===== config.mk =====
export PLATFORM = sky130hd
export DESIGN_NAME = lru_write_back_block_cache
export DESIGN_NICKNAME = d
export VERILOG_FILES = /design/src/hdl/lwbc_pkg.sv /design/src/hdl/lwbc_fifo.sv /design/src/hdl/lwbc_front.sv /design/src/hdl/lwbc_conv.sv /design/src/hdl/lwbc_back.sv /design/src/hdl/lru_write_back_block_cache.sv
export SDC_FILE = /design/constraint.sdc
export NUM_CORES = 1
export LEC_CHECK = 0
export BUFFER_PORTS_ARGS = -buffer_cell sky130_fd_sc_hd__buf_4
export CELL_PAD_IN_SITES_DETAIL_PLACEMENT = 1
export CELL_PAD_IN_SITES_GLOBAL_PLACEMENT = 2
export CORE_ASPECT_RATIO = 0.8
export CORE_MARGIN = 5
export CORE_UTILIZATION = 40
export CTS_CLUSTER_SIZE = 14
export DETAILED_ROUTE_END_ITERATION = 12
export HOLD_SLACK_MARGIN = 0.06
export PLACE_DENSITY = 0.66
export REMOVE_ABC_BUFFERS = 1
export SYNTH_ARGS = -nofsm -noshare
export SYNTH_HDL_FRONTEND = slang
export SYNTH_SLANG_ARGS = --single-unit

===== constraint.sdc =====
create_clock -name clk -period 5.4 [get_ports clk]
set_input_delay 0.27 -clock clk [delete_from_list [all_inputs] [get_ports clk]]
set_output_delay 0.27 -clock clk [all_outputs]
set_load 0.01 [all_outputs]

===== src/hdl/lwbc_pkg.sv =====
// ----------------------------------------------------------------------------
// lwbc_pkg
// Shared types, codes and default sizes for the block cache directory.
// ----------------------------------------------------------------------------
package lwbc_pkg;

    // default sizes
    localparam int CACHE_SLOTS_DEF     = 16;
    localparam int SECTORS_PER_CYL_DEF = 32;
    localparam int BLOCK_BITS_DEF      = 16;

    // fixed field widths
    localparam int BLK_W   = 16;
    localparam int SLOT_W  = 4;
    localparam int CYL_W   = 11;
    localparam int SEC_W   = 5;
    localparam int STAMP_W = 32;

    // request codes on req_type
    localparam logic [1:0] REQ_READ  = 2'd0;
    localparam logic [1:0] REQ_WRITE = 2'd1;
    localparam logic [1:0] REQ_FLUSH = 2'd2;

    typedef enum logic [1:0] {
        OP_READ,
        OP_WRITE,
        OP_FLUSH
    } op_t;

    typedef struct packed {
        op_t              op;
        logic [BLK_W-1:0] blk;
    } entry_t;

    typedef struct packed {
        logic              hit;
        logic [SLOT_W-1:0] slot_index;
        logic              fetch_needed;
        logic [CYL_W-1:0]  fetch_cylinder;
        logic [SEC_W-1:0]  fetch_sector;
        logic              writeback_needed;
        logic [BLK_W-1:0]  writeback_block;
        logic [CYL_W-1:0]  writeback_cylinder;
        logic [SEC_W-1:0]  writeback_sector;
        logic              last;
    } res_t;

    typedef enum logic [2:0] {
        S_IDLE,
        S_SCAN,
        S_DRAIN,
        S_UPDATE,
        S_FL_SCAN,
        S_FL_RD,
        S_CV1,
        S_CV2
    } back_state_t;

endpackage


===== src/hdl/lwbc_fifo.sv =====
// ----------------------------------------------------------------------------
// lwbc_fifo
// Two-entry queue of beats, used between front and back and on the results.
// ----------------------------------------------------------------------------
module lwbc_fifo
    import lwbc_pkg::*;
#(
    parameter type T = res_t
)
(
    input  logic clk,
    input  logic rst_n,
    input  logic wr_en,
    input  T     wr_data,
    output logic full,
    input  logic rd_en,
    output T     rd_data,
    output logic empty
);

    T           mem_reg [2];
    logic       wr_ptr_reg;
    logic       rd_ptr_reg;
    logic [1:0] count_reg;
    logic       do_wr;
    logic       do_rd;

    assign full    = (count_reg == 2'd2);
    assign empty   = (count_reg == 2'd0);
    assign do_wr   = wr_en && !full;
    assign do_rd   = rd_en && !empty;
    assign rd_data = mem_reg[rd_ptr_reg];

    always_ff @(posedge clk)
    begin
        if (do_wr)
        begin
            mem_reg[wr_ptr_reg] <= wr_data;
        end
    end

    always_ff @(posedge clk or negedge rst_n)
    begin
        if (!rst_n)
        begin
            wr_ptr_reg <= 1'b0;
            rd_ptr_reg <= 1'b0;
            count_reg  <= 2'd0;
        end
        else
        begin
            if (do_wr)
            begin
                wr_ptr_reg <= !wr_ptr_reg;
            end
            if (do_rd)
            begin
                rd_ptr_reg <= !rd_ptr_reg;
            end
            if (do_wr && !do_rd)
            begin
                count_reg <= count_reg + 2'd1;
            end
            else if (do_rd && !do_wr)
            begin
                count_reg <= count_reg - 2'd1;
            end
        end
    end

endmodule


===== src/hdl/lwbc_front.sv =====
// ----------------------------------------------------------------------------
// lwbc_front
// Accepts requests, decodes the type, masks the block and queues the work.
// ----------------------------------------------------------------------------
module lwbc_front
    import lwbc_pkg::*;
#(
    parameter int BLOCK_BITS = BLOCK_BITS_DEF
)
(
    input  logic             clk,
    input  logic             rst_n,
    input  logic             push,
    output logic             full,
    input  logic [1:0]       req_type,
    input  logic [BLK_W-1:0] block_number,
    output entry_t           q_entry,
    output logic             q_empty,
    input  logic             q_pop
);

    localparam int TAG_W = (BLOCK_BITS < BLK_W) ? BLOCK_BITS : BLK_W;

    entry_t                 entry;
    logic                   op_ok;
    logic [BLK_W+TAG_W-1:0] blk_ext;

    assign blk_ext = {{BLK_W{1'b0}}, block_number[TAG_W-1:0]};

    always_comb
    begin
        entry.blk = blk_ext[BLK_W-1:0];
        entry.op  = OP_READ;
        op_ok     = 1'b1;
        unique case (req_type)
            REQ_READ:  entry.op = OP_READ;
            REQ_WRITE: entry.op = OP_WRITE;
            REQ_FLUSH: entry.op = OP_FLUSH;
            default:   op_ok    = 1'b0;   // unused code: taken and dropped
        endcase
    end

    lwbc_fifo #(.T(entry_t)) u_queue (
        .clk     (clk),
        .rst_n   (rst_n),
        .wr_en   (push && op_ok),
        .wr_data (entry),
        .full    (full),
        .rd_en   (q_pop),
        .rd_data (q_entry),
        .empty   (q_empty)
    );

endmodule


===== src/hdl/lwbc_conv.sv =====
// ----------------------------------------------------------------------------
// lwbc_conv
// Block to cylinder and sector, two-stage reciprocal multiply.
// ----------------------------------------------------------------------------
module lwbc_conv
    import lwbc_pkg::*;
#(
    parameter int SECTORS_PER_CYL = SECTORS_PER_CYL_DEF
)
(
    input  logic             clk,
    input  logic [BLK_W-1:0] blk_in,
    output logic [CYL_W-1:0] cyl,
    output logic [SEC_W-1:0] sec
);

    // ceil(2^K / D) with K = BLK_W + ceil(log2 D) is exact for every BLK_W-bit block
    localparam int          L_SH   = $clog2(SECTORS_PER_CYL);
    localparam int          K_SH   = BLK_W + L_SH;
    localparam int          D_W    = $clog2(SECTORS_PER_CYL + 1);
    localparam int          R_W    = BLK_W + 1;
    localparam logic [63:0] RECIP64 =
        ((64'd1 << K_SH) + 64'(SECTORS_PER_CYL) - 64'd1) / 64'(SECTORS_PER_CYL);
    localparam logic [R_W-1:0] RECIP = RECIP64[R_W-1:0];
    localparam logic [D_W-1:0] DIVS  = D_W'(SECTORS_PER_CYL);

    logic [BLK_W+R_W-1:0] prod_reg;
    logic [BLK_W-1:0]     blk_d1_reg;
    logic [BLK_W-1:0]     q_reg;
    logic [BLK_W-1:0]     qd_reg;
    logic [BLK_W-1:0]     blk_d2_reg;
    logic [BLK_W+R_W-1:0] prod_sh;
    logic [BLK_W-1:0]     q;
    logic [BLK_W+D_W-1:0] qd_full;
    logic [BLK_W-1:0]     rem;
    logic [BLK_W+CYL_W-1:0] q_ext;

    assign prod_sh = prod_reg >> K_SH;
    assign q       = prod_sh[BLK_W-1:0];
    assign qd_full = {{D_W{1'b0}}, q} * {{BLK_W{1'b0}}, DIVS};
    assign rem     = blk_d2_reg - qd_reg;
    assign q_ext   = {{CYL_W{1'b0}}, q_reg};
    assign cyl     = q_ext[CYL_W-1:0];
    assign sec     = rem[SEC_W-1:0];

    always_ff @(posedge clk)
    begin
        prod_reg   <= {{R_W{1'b0}}, blk_in} * {{BLK_W{1'b0}}, RECIP};
        blk_d1_reg <= blk_in;
        q_reg      <= q;
        qd_reg     <= qd_full[BLK_W-1:0];
        blk_d2_reg <= blk_d1_reg;
    end

endmodule


===== src/hdl/lwbc_back.sv =====
// ----------------------------------------------------------------------------
// lwbc_back
// Slot directory: tag and stamp memories, LRU scan, update and flush walk.
// ----------------------------------------------------------------------------
module lwbc_back
    import lwbc_pkg::*;
#(
    parameter int CACHE_SLOTS     = CACHE_SLOTS_DEF,
    parameter int SECTORS_PER_CYL = SECTORS_PER_CYL_DEF,
    parameter int BLOCK_BITS      = BLOCK_BITS_DEF
)
(
    input  logic   clk,
    input  logic   rst_n,
    input  entry_t q_entry,
    input  logic   q_empty,
    output logic   q_pop,
    output res_t   res,
    input  logic   res_full,
    output logic   res_push
);

    localparam int TAG_W = (BLOCK_BITS < BLK_W) ? BLOCK_BITS : BLK_W;
    localparam int IW    = $clog2(CACHE_SLOTS);
    localparam logic [IW-1:0] LAST_IDX = IW'(CACHE_SLOTS - 1);

    back_state_t state_reg, state_next;
    logic [IW-1:0] idx_reg, idx_next;

    logic [TAG_W-1:0]   tag_mem   [CACHE_SLOTS];
    logic [STAMP_W-1:0] stamp_mem [CACHE_SLOTS];
    logic [TAG_W-1:0]   tag_rd_reg;
    logic [STAMP_W-1:0] stamp_rd_reg;

    logic [CACHE_SLOTS-1:0] valid_reg;
    logic [CACHE_SLOTS-1:0] dirty_reg;
    logic [STAMP_W-1:0]     counter_reg;

    logic [TAG_W-1:0]   blk_reg;
    logic               is_flush_reg;
    logic               is_write_reg;
    logic               cmp_on_reg;
    logic [IW-1:0]      cmp_idx_reg;
    logic               hit_found_reg;
    logic [IW-1:0]      hit_idx_reg;
    logic [STAMP_W-1:0] best_reg;
    logic [IW-1:0]      victim_reg;
    logic [TAG_W-1:0]   victim_tag_reg;

    logic               res_hit_reg;
    logic [IW-1:0]      res_slot_reg;
    logic               res_fetch_reg;
    logic               res_wb_reg;
    logic [CYL_W-1:0]   fcyl_reg;
    logic [SEC_W-1:0]   fsec_reg;

    logic               start_rw;
    logic               start_fl;
    logic               do_update;
    logic               emit;
    logic [CACHE_SLOTS-1:0] vd;
    logic               any_from;
    logic               any_above;
    logic [IW-1:0]      upd_slot;
    logic               cmp_valid;
    logic               cmp_match;
    logic [STAMP_W-1:0] cmp_stamp;
    logic [TAG_W-1:0]   wtag;
    logic [BLK_W-1:0]   conv_in;
    logic [BLK_W+TAG_W-1:0] wtag_ext;
    logic [BLK_W+TAG_W-1:0] blk_ext;
    logic [CYL_W-1:0]   conv_cyl;
    logic [SEC_W-1:0]   conv_sec;
    logic [IW-1:0]      out_slot;
    logic [IW+SLOT_W-1:0] slot_ext;

    assign vd = valid_reg & dirty_reg;

    // dirty slots at or above the walk position, and strictly above it
    always_comb
    begin
        any_from  = 1'b0;
        any_above = 1'b0;
        for (int i = 0; i < CACHE_SLOTS; i++)
        begin
            if (vd[i] && (IW'(i) >= idx_reg))
            begin
                any_from = 1'b1;
            end
            if (vd[i] && (IW'(i) > idx_reg))
            begin
                any_above = 1'b1;
            end
        end
    end

    // next state
    always_comb
    begin
        state_next = state_reg;
        unique case (state_reg)
            S_IDLE:
            begin
                if (!q_empty)
                begin
                    state_next = (q_entry.op == OP_FLUSH) ? S_FL_SCAN : S_SCAN;
                end
            end
            S_SCAN:
            begin
                if (idx_reg == LAST_IDX)
                begin
                    state_next = S_DRAIN;
                end
            end
            S_DRAIN:   state_next = S_UPDATE;
            S_UPDATE:  state_next = S_CV1;
            S_FL_SCAN:
            begin
                if (!any_from)
                begin
                    state_next = S_IDLE;
                end
                else if (vd[idx_reg])
                begin
                    state_next = S_FL_RD;
                end
            end
            S_FL_RD:   state_next = S_CV1;
            S_CV1:     state_next = S_CV2;
            S_CV2:
            begin
                if (!res_full)
                begin
                    state_next = (is_flush_reg && any_above) ? S_FL_SCAN : S_IDLE;
                end
            end
            default:   state_next = S_IDLE;
        endcase
    end

    // control outputs
    always_comb
    begin
        q_pop     = 1'b0;
        start_rw  = 1'b0;
        start_fl  = 1'b0;
        do_update = 1'b0;
        emit      = 1'b0;
        idx_next  = idx_reg;
        unique case (state_reg)
            S_IDLE:
            begin
                idx_next = '0;
                if (!q_empty)
                begin
                    q_pop    = 1'b1;
                    start_rw = (q_entry.op != OP_FLUSH);
                    start_fl = (q_entry.op == OP_FLUSH);
                end
            end
            S_SCAN:
            begin
                if (idx_reg != LAST_IDX)
                begin
                    idx_next = idx_reg + 1'b1;
                end
            end
            S_UPDATE:  do_update = 1'b1;
            S_FL_SCAN:
            begin
                if (any_from && !vd[idx_reg])
                begin
                    idx_next = idx_reg + 1'b1;
                end
            end
            S_CV2:
            begin
                if (!res_full)
                begin
                    emit = 1'b1;
                    if (is_flush_reg && any_above)
                    begin
                        idx_next = idx_reg + 1'b1;
                    end
                end
            end
            default:   ;
        endcase
    end

    assign res_push = emit;

    always_ff @(posedge clk or negedge rst_n)
    begin
        if (!rst_n)
        begin
            state_reg   <= S_IDLE;
            idx_reg     <= '0;
            cmp_on_reg  <= 1'b0;
            valid_reg   <= '0;
            dirty_reg   <= '0;
            counter_reg <= '0;
        end
        else
        begin
            state_reg  <= state_next;
            idx_reg    <= idx_next;
            cmp_on_reg <= (state_reg == S_SCAN);
            if (start_rw && (counter_reg != {STAMP_W{1'b1}}))
            begin
                counter_reg <= counter_reg + 1'b1;
            end
            if (do_update)
            begin
                valid_reg[upd_slot] <= 1'b1;
                dirty_reg[upd_slot] <= is_write_reg || (hit_found_reg && dirty_reg[upd_slot]);
            end
            if (emit && is_flush_reg)
            begin
                dirty_reg[idx_reg] <= 1'b0;
            end
        end
    end

    // directory memories, registered read at the walk position
    assign upd_slot = hit_found_reg ? hit_idx_reg : victim_reg;

    always_ff @(posedge clk)
    begin
        tag_rd_reg   <= tag_mem[idx_reg];
        stamp_rd_reg <= stamp_mem[idx_reg];
        if (do_update)
        begin
            stamp_mem[upd_slot] <= counter_reg;
            if (!hit_found_reg)
            begin
                tag_mem[upd_slot] <= blk_reg;
            end
        end
    end

    // compare stage: the read data of the slot issued in the previous cycle
    assign cmp_valid = valid_reg[cmp_idx_reg];
    assign cmp_match = cmp_valid && (tag_rd_reg == blk_reg);
    assign cmp_stamp = cmp_valid ? stamp_rd_reg : '0;

    always_ff @(posedge clk)
    begin
        cmp_idx_reg <= idx_reg;
        if (start_rw || start_fl)
        begin
            blk_reg      <= q_entry.blk[TAG_W-1:0];
            is_flush_reg <= start_fl;
            is_write_reg <= (q_entry.op == OP_WRITE);
        end
        if (cmp_on_reg)
        begin
            if (cmp_idx_reg == '0)
            begin
                hit_found_reg  <= cmp_match;
                hit_idx_reg    <= '0;
                best_reg       <= cmp_stamp;
                victim_reg     <= '0;
                victim_tag_reg <= tag_rd_reg;
            end
            else
            begin
                if (cmp_match && !hit_found_reg)
                begin
                    hit_found_reg <= 1'b1;
                    hit_idx_reg   <= cmp_idx_reg;
                end
                // strict compare keeps the lowest index on a tie
                if (cmp_stamp < best_reg)
                begin
                    best_reg       <= cmp_stamp;
                    victim_reg     <= cmp_idx_reg;
                    victim_tag_reg <= tag_rd_reg;
                end
            end
        end
        if (do_update)
        begin
            res_hit_reg   <= hit_found_reg;
            res_slot_reg  <= upd_slot;
            res_fetch_reg <= !hit_found_reg && !is_write_reg;
            res_wb_reg    <= !hit_found_reg && valid_reg[victim_reg] && dirty_reg[victim_reg];
            fcyl_reg      <= conv_cyl;
            fsec_reg      <= conv_sec;
        end
    end

    // converter sees the request block through the scan, then the write-back tag
    assign wtag     = is_flush_reg ? tag_rd_reg : victim_tag_reg;
    assign wtag_ext = {{BLK_W{1'b0}}, wtag};
    assign blk_ext  = {{BLK_W{1'b0}}, blk_reg};
    assign conv_in  = ((state_reg == S_UPDATE) || (state_reg == S_FL_RD) ||
                       (state_reg == S_CV1) || (state_reg == S_CV2)) ?
                      wtag_ext[BLK_W-1:0] : blk_ext[BLK_W-1:0];

    lwbc_conv #(.SECTORS_PER_CYL(SECTORS_PER_CYL)) u_conv (
        .clk    (clk),
        .blk_in (conv_in),
        .cyl    (conv_cyl),
        .sec    (conv_sec)
    );

    assign out_slot = is_flush_reg ? idx_reg : res_slot_reg;
    assign slot_ext = {{SLOT_W{1'b0}}, out_slot};

    always_comb
    begin
        res.hit                = !is_flush_reg && res_hit_reg;
        res.slot_index         = slot_ext[SLOT_W-1:0];
        res.fetch_needed       = !is_flush_reg && res_fetch_reg;
        res.fetch_cylinder     = is_flush_reg ? '0 : fcyl_reg;
        res.fetch_sector       = is_flush_reg ? '0 : fsec_reg;
        res.writeback_needed   = is_flush_reg || res_wb_reg;
        res.writeback_block    = res.writeback_needed ? wtag_ext[BLK_W-1:0] : '0;
        res.writeback_cylinder = res.writeback_needed ? conv_cyl : '0;
        res.writeback_sector   = res.writeback_needed ? conv_sec : '0;
        res.last               = !is_flush_reg || !any_above;
    end

endmodule


===== src/hdl/lru_write_back_block_cache.sv =====
// ----------------------------------------------------------------------------
// lru_write_back_block_cache
// Fully associative LRU write-back block cache directory.
// ----------------------------------------------------------------------------
// A read or write request walks the directory's tag and stamp memory one
// slot per cycle through a single registered read port, then updates the
// slot and runs the cylinder/sector multiply for the write-back address.
// A flush walks the slots, stopping after the last dirty one, and reports
// each dirty slot it writes back as a result. Requests and results each
// pass through a two-beat queue, so a request may be pushed while results
// wait to be popped. Request type 3 is taken and ignored. Valid and dirty
// bits clear at reset; there is no clearing pass.
module lru_write_back_block_cache
    import lwbc_pkg::*;
#(
    parameter int CACHE_SLOTS     = CACHE_SLOTS_DEF,
    parameter int SECTORS_PER_CYL = SECTORS_PER_CYL_DEF,
    parameter int BLOCK_BITS      = BLOCK_BITS_DEF
)
(
    input  logic             clk,
    input  logic             rst_n,
    input  logic             push,
    output logic             full,
    input  logic [1:0]       req_type,
    input  logic [BLK_W-1:0] block_number,
    output logic             empty,
    input  logic             pop,
    output logic             hit,
    output logic [SLOT_W-1:0] slot_index,
    output logic             fetch_needed,
    output logic [CYL_W-1:0] fetch_cylinder,
    output logic [SEC_W-1:0] fetch_sector,
    output logic             writeback_needed,
    output logic [BLK_W-1:0] writeback_block,
    output logic [CYL_W-1:0] writeback_cylinder,
    output logic [SEC_W-1:0] writeback_sector,
    output logic             last
);

    entry_t q_entry;
    logic   q_empty;
    logic   q_pop;
    res_t   res_in;
    res_t   res_out;
    logic   res_full;
    logic   res_push;

    lwbc_front #(.BLOCK_BITS(BLOCK_BITS)) u_front (
        .clk          (clk),
        .rst_n        (rst_n),
        .push         (push),
        .full         (full),
        .req_type     (req_type),
        .block_number (block_number),
        .q_entry      (q_entry),
        .q_empty      (q_empty),
        .q_pop        (q_pop)
    );

    lwbc_back #(
        .CACHE_SLOTS     (CACHE_SLOTS),
        .SECTORS_PER_CYL (SECTORS_PER_CYL),
        .BLOCK_BITS      (BLOCK_BITS)
    ) u_back (
        .clk      (clk),
        .rst_n    (rst_n),
        .q_entry  (q_entry),
        .q_empty  (q_empty),
        .q_pop    (q_pop),
        .res      (res_in),
        .res_full (res_full),
        .res_push (res_push)
    );

    lwbc_fifo #(.T(res_t)) u_res_queue (
        .clk     (clk),
        .rst_n   (rst_n),
        .wr_en   (res_push),
        .wr_data (res_in),
        .full    (res_full),
        .rd_en   (pop),
        .rd_data (res_out),
        .empty   (empty)
    );

    assign hit                = res_out.hit;
    assign slot_index         = res_out.slot_index;
    assign fetch_needed       = res_out.fetch_needed;
    assign fetch_cylinder     = res_out.fetch_cylinder;
    assign fetch_sector       = res_out.fetch_sector;
    assign writeback_needed   = res_out.writeback_needed;
    assign writeback_block    = res_out.writeback_block;
    assign writeback_cylinder = res_out.writeback_cylinder;
    assign writeback_sector   = res_out.writeback_sector;
    assign last               = res_out.last;

`ifndef SYNTH
    // a fetch only follows a miss
    a_fetch_on_miss: assert property (@(posedge clk) disable iff (!rst_n)
        (!empty && fetch_needed) |-> !hit)
        else $error("fetch requested on a hit");

    // a hit never evicts
    a_no_wb_on_hit: assert property (@(posedge clk) disable iff (!rst_n)
        (!empty && hit) |-> !writeback_needed)
        else $error("write-back reported on a hit");

    // write-back address fields are zero when nothing is written back
    a_wb_zero: assert property (@(posedge clk) disable iff (!rst_n)
        (!empty && !writeback_needed) |->
            (writeback_block == '0 && writeback_cylinder == '0 &&
             writeback_sector == '0))
        else $error("write-back address set without write-back");

    // a flush beat carries no fetch
    a_flush_no_fetch: assert property (@(posedge clk) disable iff (!rst_n)
        (!empty && writeback_needed && !last) |-> (!fetch_needed && !hit))
        else $error("non-final flush beat with fetch or hit");
`endif

endmodule

==> out/qor.tcl <==
set qor(drt-wirelength-per-cell_microns) 27.9
set qor(drv_cap) 0
set qor(worstPathBufferInverterCount) 1
set qor(ys.warnings.count) 0
set qor(layout_setup_ws_ns) 0.822
set qor(required_ns) 5.79
set qor(final_core_utilization) 0.462
set qor(worst_ep_arrival_time_ns) 4.97
set qor(final.fill_count) 10800
set qor(numCtsBuffers) 117
set qor(ys_seq_elements) 1178
set qor(dpl-instance-area_sq_um) 48600
set qor(skew_ns) 0.0613
set qor(hold_viol_final) 0
set qor(startpoint_type) {flip-flop}
set qor(fp.dieW_microns) 388
set qor(synthArstFlopShare) 0.0679
set qor(maxSlewHeadroom) 0.213
set qor(period_share) 0.848
set qor(design_area_sq_um) 52800
set qor(initial_util) 0.401
set qor(worst_hold_path_type) {input pin to flip-flop}
set qor(final_layout_size_suffix_gt1_frac) 0.207
set qor(cts_root_cell) {sky130_fd_sc_hd__clkbuf_16}
set qor(worst_path_largest_cell_delay_ns) 0.79
set qor(internal_pwr_total_mw) 18.1
set qor(clock_power_share) 0.321
set qor(post_synth.cell_area_avg_sq_um) 17.6
set qor(viasPerCell) 5.56
set qor(fp-row-count) 111
set qor(cts.htree.levels) 3
set qor(share_of_synthesized_area_occupied_by_flip_flops_and_latches) 0.745
set qor(ios) 80
set qor(clock_tree_from_tritoncts) {built}
set qor(dpl_worst_slack_ns) 0.799
set qor(die_y_microns) 313
set qor(share_comb_of_total_power) 0.210
set qor(first_global_vias) 26000
set qor(synthDistinctLibCells) 68
set qor(tns_ns) 0
set qor(setup_viol) 0
set qor(static-leakage-power_nw) 17.5
set qor(critical-path-slowest-cell) {sky130_fd_sc_hd__mux4_2}
set qor(global_route_wire_length_before_repair_microns) 179000
set qor(die_area_sq_um) 121000
set qor(largest_reg_flops) 512
set qor(critPathCaptureType) {flip-flop}
set qor(power_switching_mw) 7.45
set qor(drc) 0
set qor(worst_path_dominant_cell_family) {simple AND/OR/NAND/NOR gates}
set qor(worstPathMaxFanout) 33
set qor(grt_start_max_net_pins) 107
set qor(routed_wl_microns) 123000
set qor(synthesis.area_sq_um) 45800
set qor(share_seq_of_total_power) 0.469
set qor(synth_top_area_cell) {sky130_fd_sc_hd__edfxtp_1}
set qor(swShare) 0.291
set qor(placeableCoreArea_sq_um) 114000
set qor(gp_routability_congestion) 0.825
set qor(insertion_delay_ns) 0.75
set qor(clock_path_buffers) 3
set qor(syn2layout_area_growth_pct) 15.2
set qor(cts_sinks) 1178
set qor(p_total_mw) 25.6
set qor(place_hpwl_microns) 71700
set qor(grt_overflow) 0
set qor(cpMostUsedCell) {sky130_fd_sc_hd__mux4_2}
set qor(gr-usage-all-layers) 0.199
set qor(synthTopCellsByArea) {sky130_fd_sc_hd__edfxtp_1 66%, sky130_fd_sc_hd__mux4_2 5.1%, sky130_fd_sc_hd__mux2i_1 4.9%, sky130_fd_sc_hd__dfrtp_1 4.4%, sky130_fd_sc_hd__dfxtp_1 3.7%}
set qor(holdWs_ns) 0.251
set qor(result_of_the_run) {completed}
set qor(maxSlewViolCount) 0
set qor(ir_worst_vdd_mv) 0.317
set qor(grt_antenna_before_repair) 11
set qor(drt_first_iter_violations) 2119
set qor(synthTopCellsByCount) {1014 x sky130_fd_sc_hd__edfxtp_1, 226 x sky130_fd_sc_hd__mux2i_1, 104 x sky130_fd_sc_hd__mux4_2, 93 x sky130_fd_sc_hd__a21oi_1}
set qor(top_ff_cell_synth) {sky130_fd_sc_hd__edfxtp_1}
set qor(count_of_tritonroute_iterations_in_the_first_routing_pass) 5
set qor(clock.fmax_ghz) 0.218
set qor(grt_setup_unrepaired) {false}
set qor(final_cell_count_no_fill) 4407
set qor(worst_slew_pin_slew_ns) 1.18
set qor(power.density_cell_area_nw_per_um2) 485
set qor(via_count) 24500
set qor(route.antenna.remaining_nets) 0
set qor(synth.most_common_cell) {sky130_fd_sc_hd__edfxtp_1}
set qor(numPortBuffers) 79
set qor(syn-instance-count) 2607
set qor(timing.critical_path.cells) {mux4_2 > mux4_2 > and2_1 > ha_1 > nand4_1 > nor4_1 > and3_1 > o211ai_1 > and3_2 > buf_4}
set qor(clock_transition_at_the_registers_of_the_reported_paths_ns) 0.06
set qor(period_minus_slack_ns) 4.58
set qor(buffers_inserted_during_post_cts_setup_optimization) 0
set qor(placed_cells_incl_taps) 4158
set qor(final_nets) 2836
set qor(critical_path_class) {flip-flop to flip-flop}
set qor(synth_top_area_frac) 0.665
set qor(synth-edff-count) 1014
-- metal layers --
metal  wire length (microns)  vias to the layer above  track usage
li1                        -                    10700            -
met1                   55600                    13000        0.287
met2                   57100                      666        0.315
met3                    7070                      173       0.0362
met4                    3010                        2       0.0507
met5                      13                        -            0
-- path summary, 6_finish.rpt --
| path | start | end | slack [ns] | cells after the start |
|---|---|---|---|---|
| worst max-delay path | u_back.cmp_idx_reg[0]$_DFF_P_ | u_back.best_reg[10]$_DFFE_PP_ | 0.82 | 10 |
| worst min-delay path | block_number[12] | u_front.u_queue.mem_reg[1][12]$_DFFE_PP_ | 0.25 | 2 |
| worst max register to register | u_back.cmp_idx_reg[0]$_DFF_P_ | u_back.best_reg[10]$_DFFE_PP_ | 0.82 | 10 |
| worst min register to register | u_back.u_conv.prod_reg[21]$_DFF_P_ | u_back.u_conv.q_reg[0]$_DFF_P_ | 0.33 | 0 |
| max in group asynchronous | rst_n | u_back.idx_reg[0]$_DFFE_PN0P_ | 4.04 | 4 |
| min in group asynchronous | rst_n | u_back.counter_reg[20]$_DFFE_PN0P_ | 0.61 | 4 |
-- area by class of cell --
class	count	area, sq um	area share
Antenna cell	1	2.50	0.0000474
Clock buffer	168	3230	0.0612
Clock inverter	56	656	0.0124
Inverter	53	200	0.00379
Multi-Input combinational cell	1250	11200	0.212
Sequential cell	1178	34100	0.647
Tap cell	1525	1910	0.0361
Timing Repair Buffer	176	1470	0.0278
-- worst reg2reg max path: cells and delay by family, from the launching register on --
kind | cells | cell delay, ns
flops | 1 | 0.56
buf+inv | 1 | 0.31
mux | 2 | 1.36
compound gates | 1 | 0.13
simple gates | 5 | 1.57
fa+ha+maj | 1 | 0.32
-- layout by cell type (no fill, tap or decap), drive strengths merged, types with 7 or more instances in the layout --
cell type / n
nor2: 85
a21o: 12
xnor2: 43
and2: 38
mux2i: 227
o21bai: 9
xor2: 15
o32ai: 8
dlygate4sd3: 23
clkinv: 40
o221ai: 84
dfxtp: 84
bufinv: 11
ha: 38
inv: 55
a21oi: 104
or2: 18
nand2: 82
buf: 153
nand3: 41
clkbuf: 168
a22o: 16
edfxtp: 1014
o22ai: 65
nand4: 22
nand2b: 7
nor2b: 40
mux4: 104
nor3: 30
o21ai: 26
dfrtp: 80
nor4: 8
mux2: 78
-- cells by family (layout without fill, tap and decap cells) --
logic type / after synthesis / after routing / synth area share
mux: 409 / 409 / 0.120
other cells: 0 / 1 / 0
flops: 1178 / 1178 / 0.745
buf+inv: 179 / 453 / 0.0161
compound gates: 361 / 361 / 0.0547
fa+ha+maj: 38 / 38 / 0.0104
simple gates: 384 / 384 / 0.0425
xor+xnor: 58 / 58 / 0.0111
-- power by group through the flow --
stage	sequential (mW)	combinational, mW	clock (mW)
finish	12.0	5.38	8.20
floorplan	12.0	3.45	0
global route	12.1	5.84	8.82
CTS	12.0	5.47	8.38
detailed placement	12.2	5.42	0
global placement	12.1	5.28	0
-- timing repair --
item / CTS / global route
resized for setup: 0 / 0
hold buffers: 24 / 0
hold endpoints to repair: 70 / 0
(Power assumes the default switching activity.)
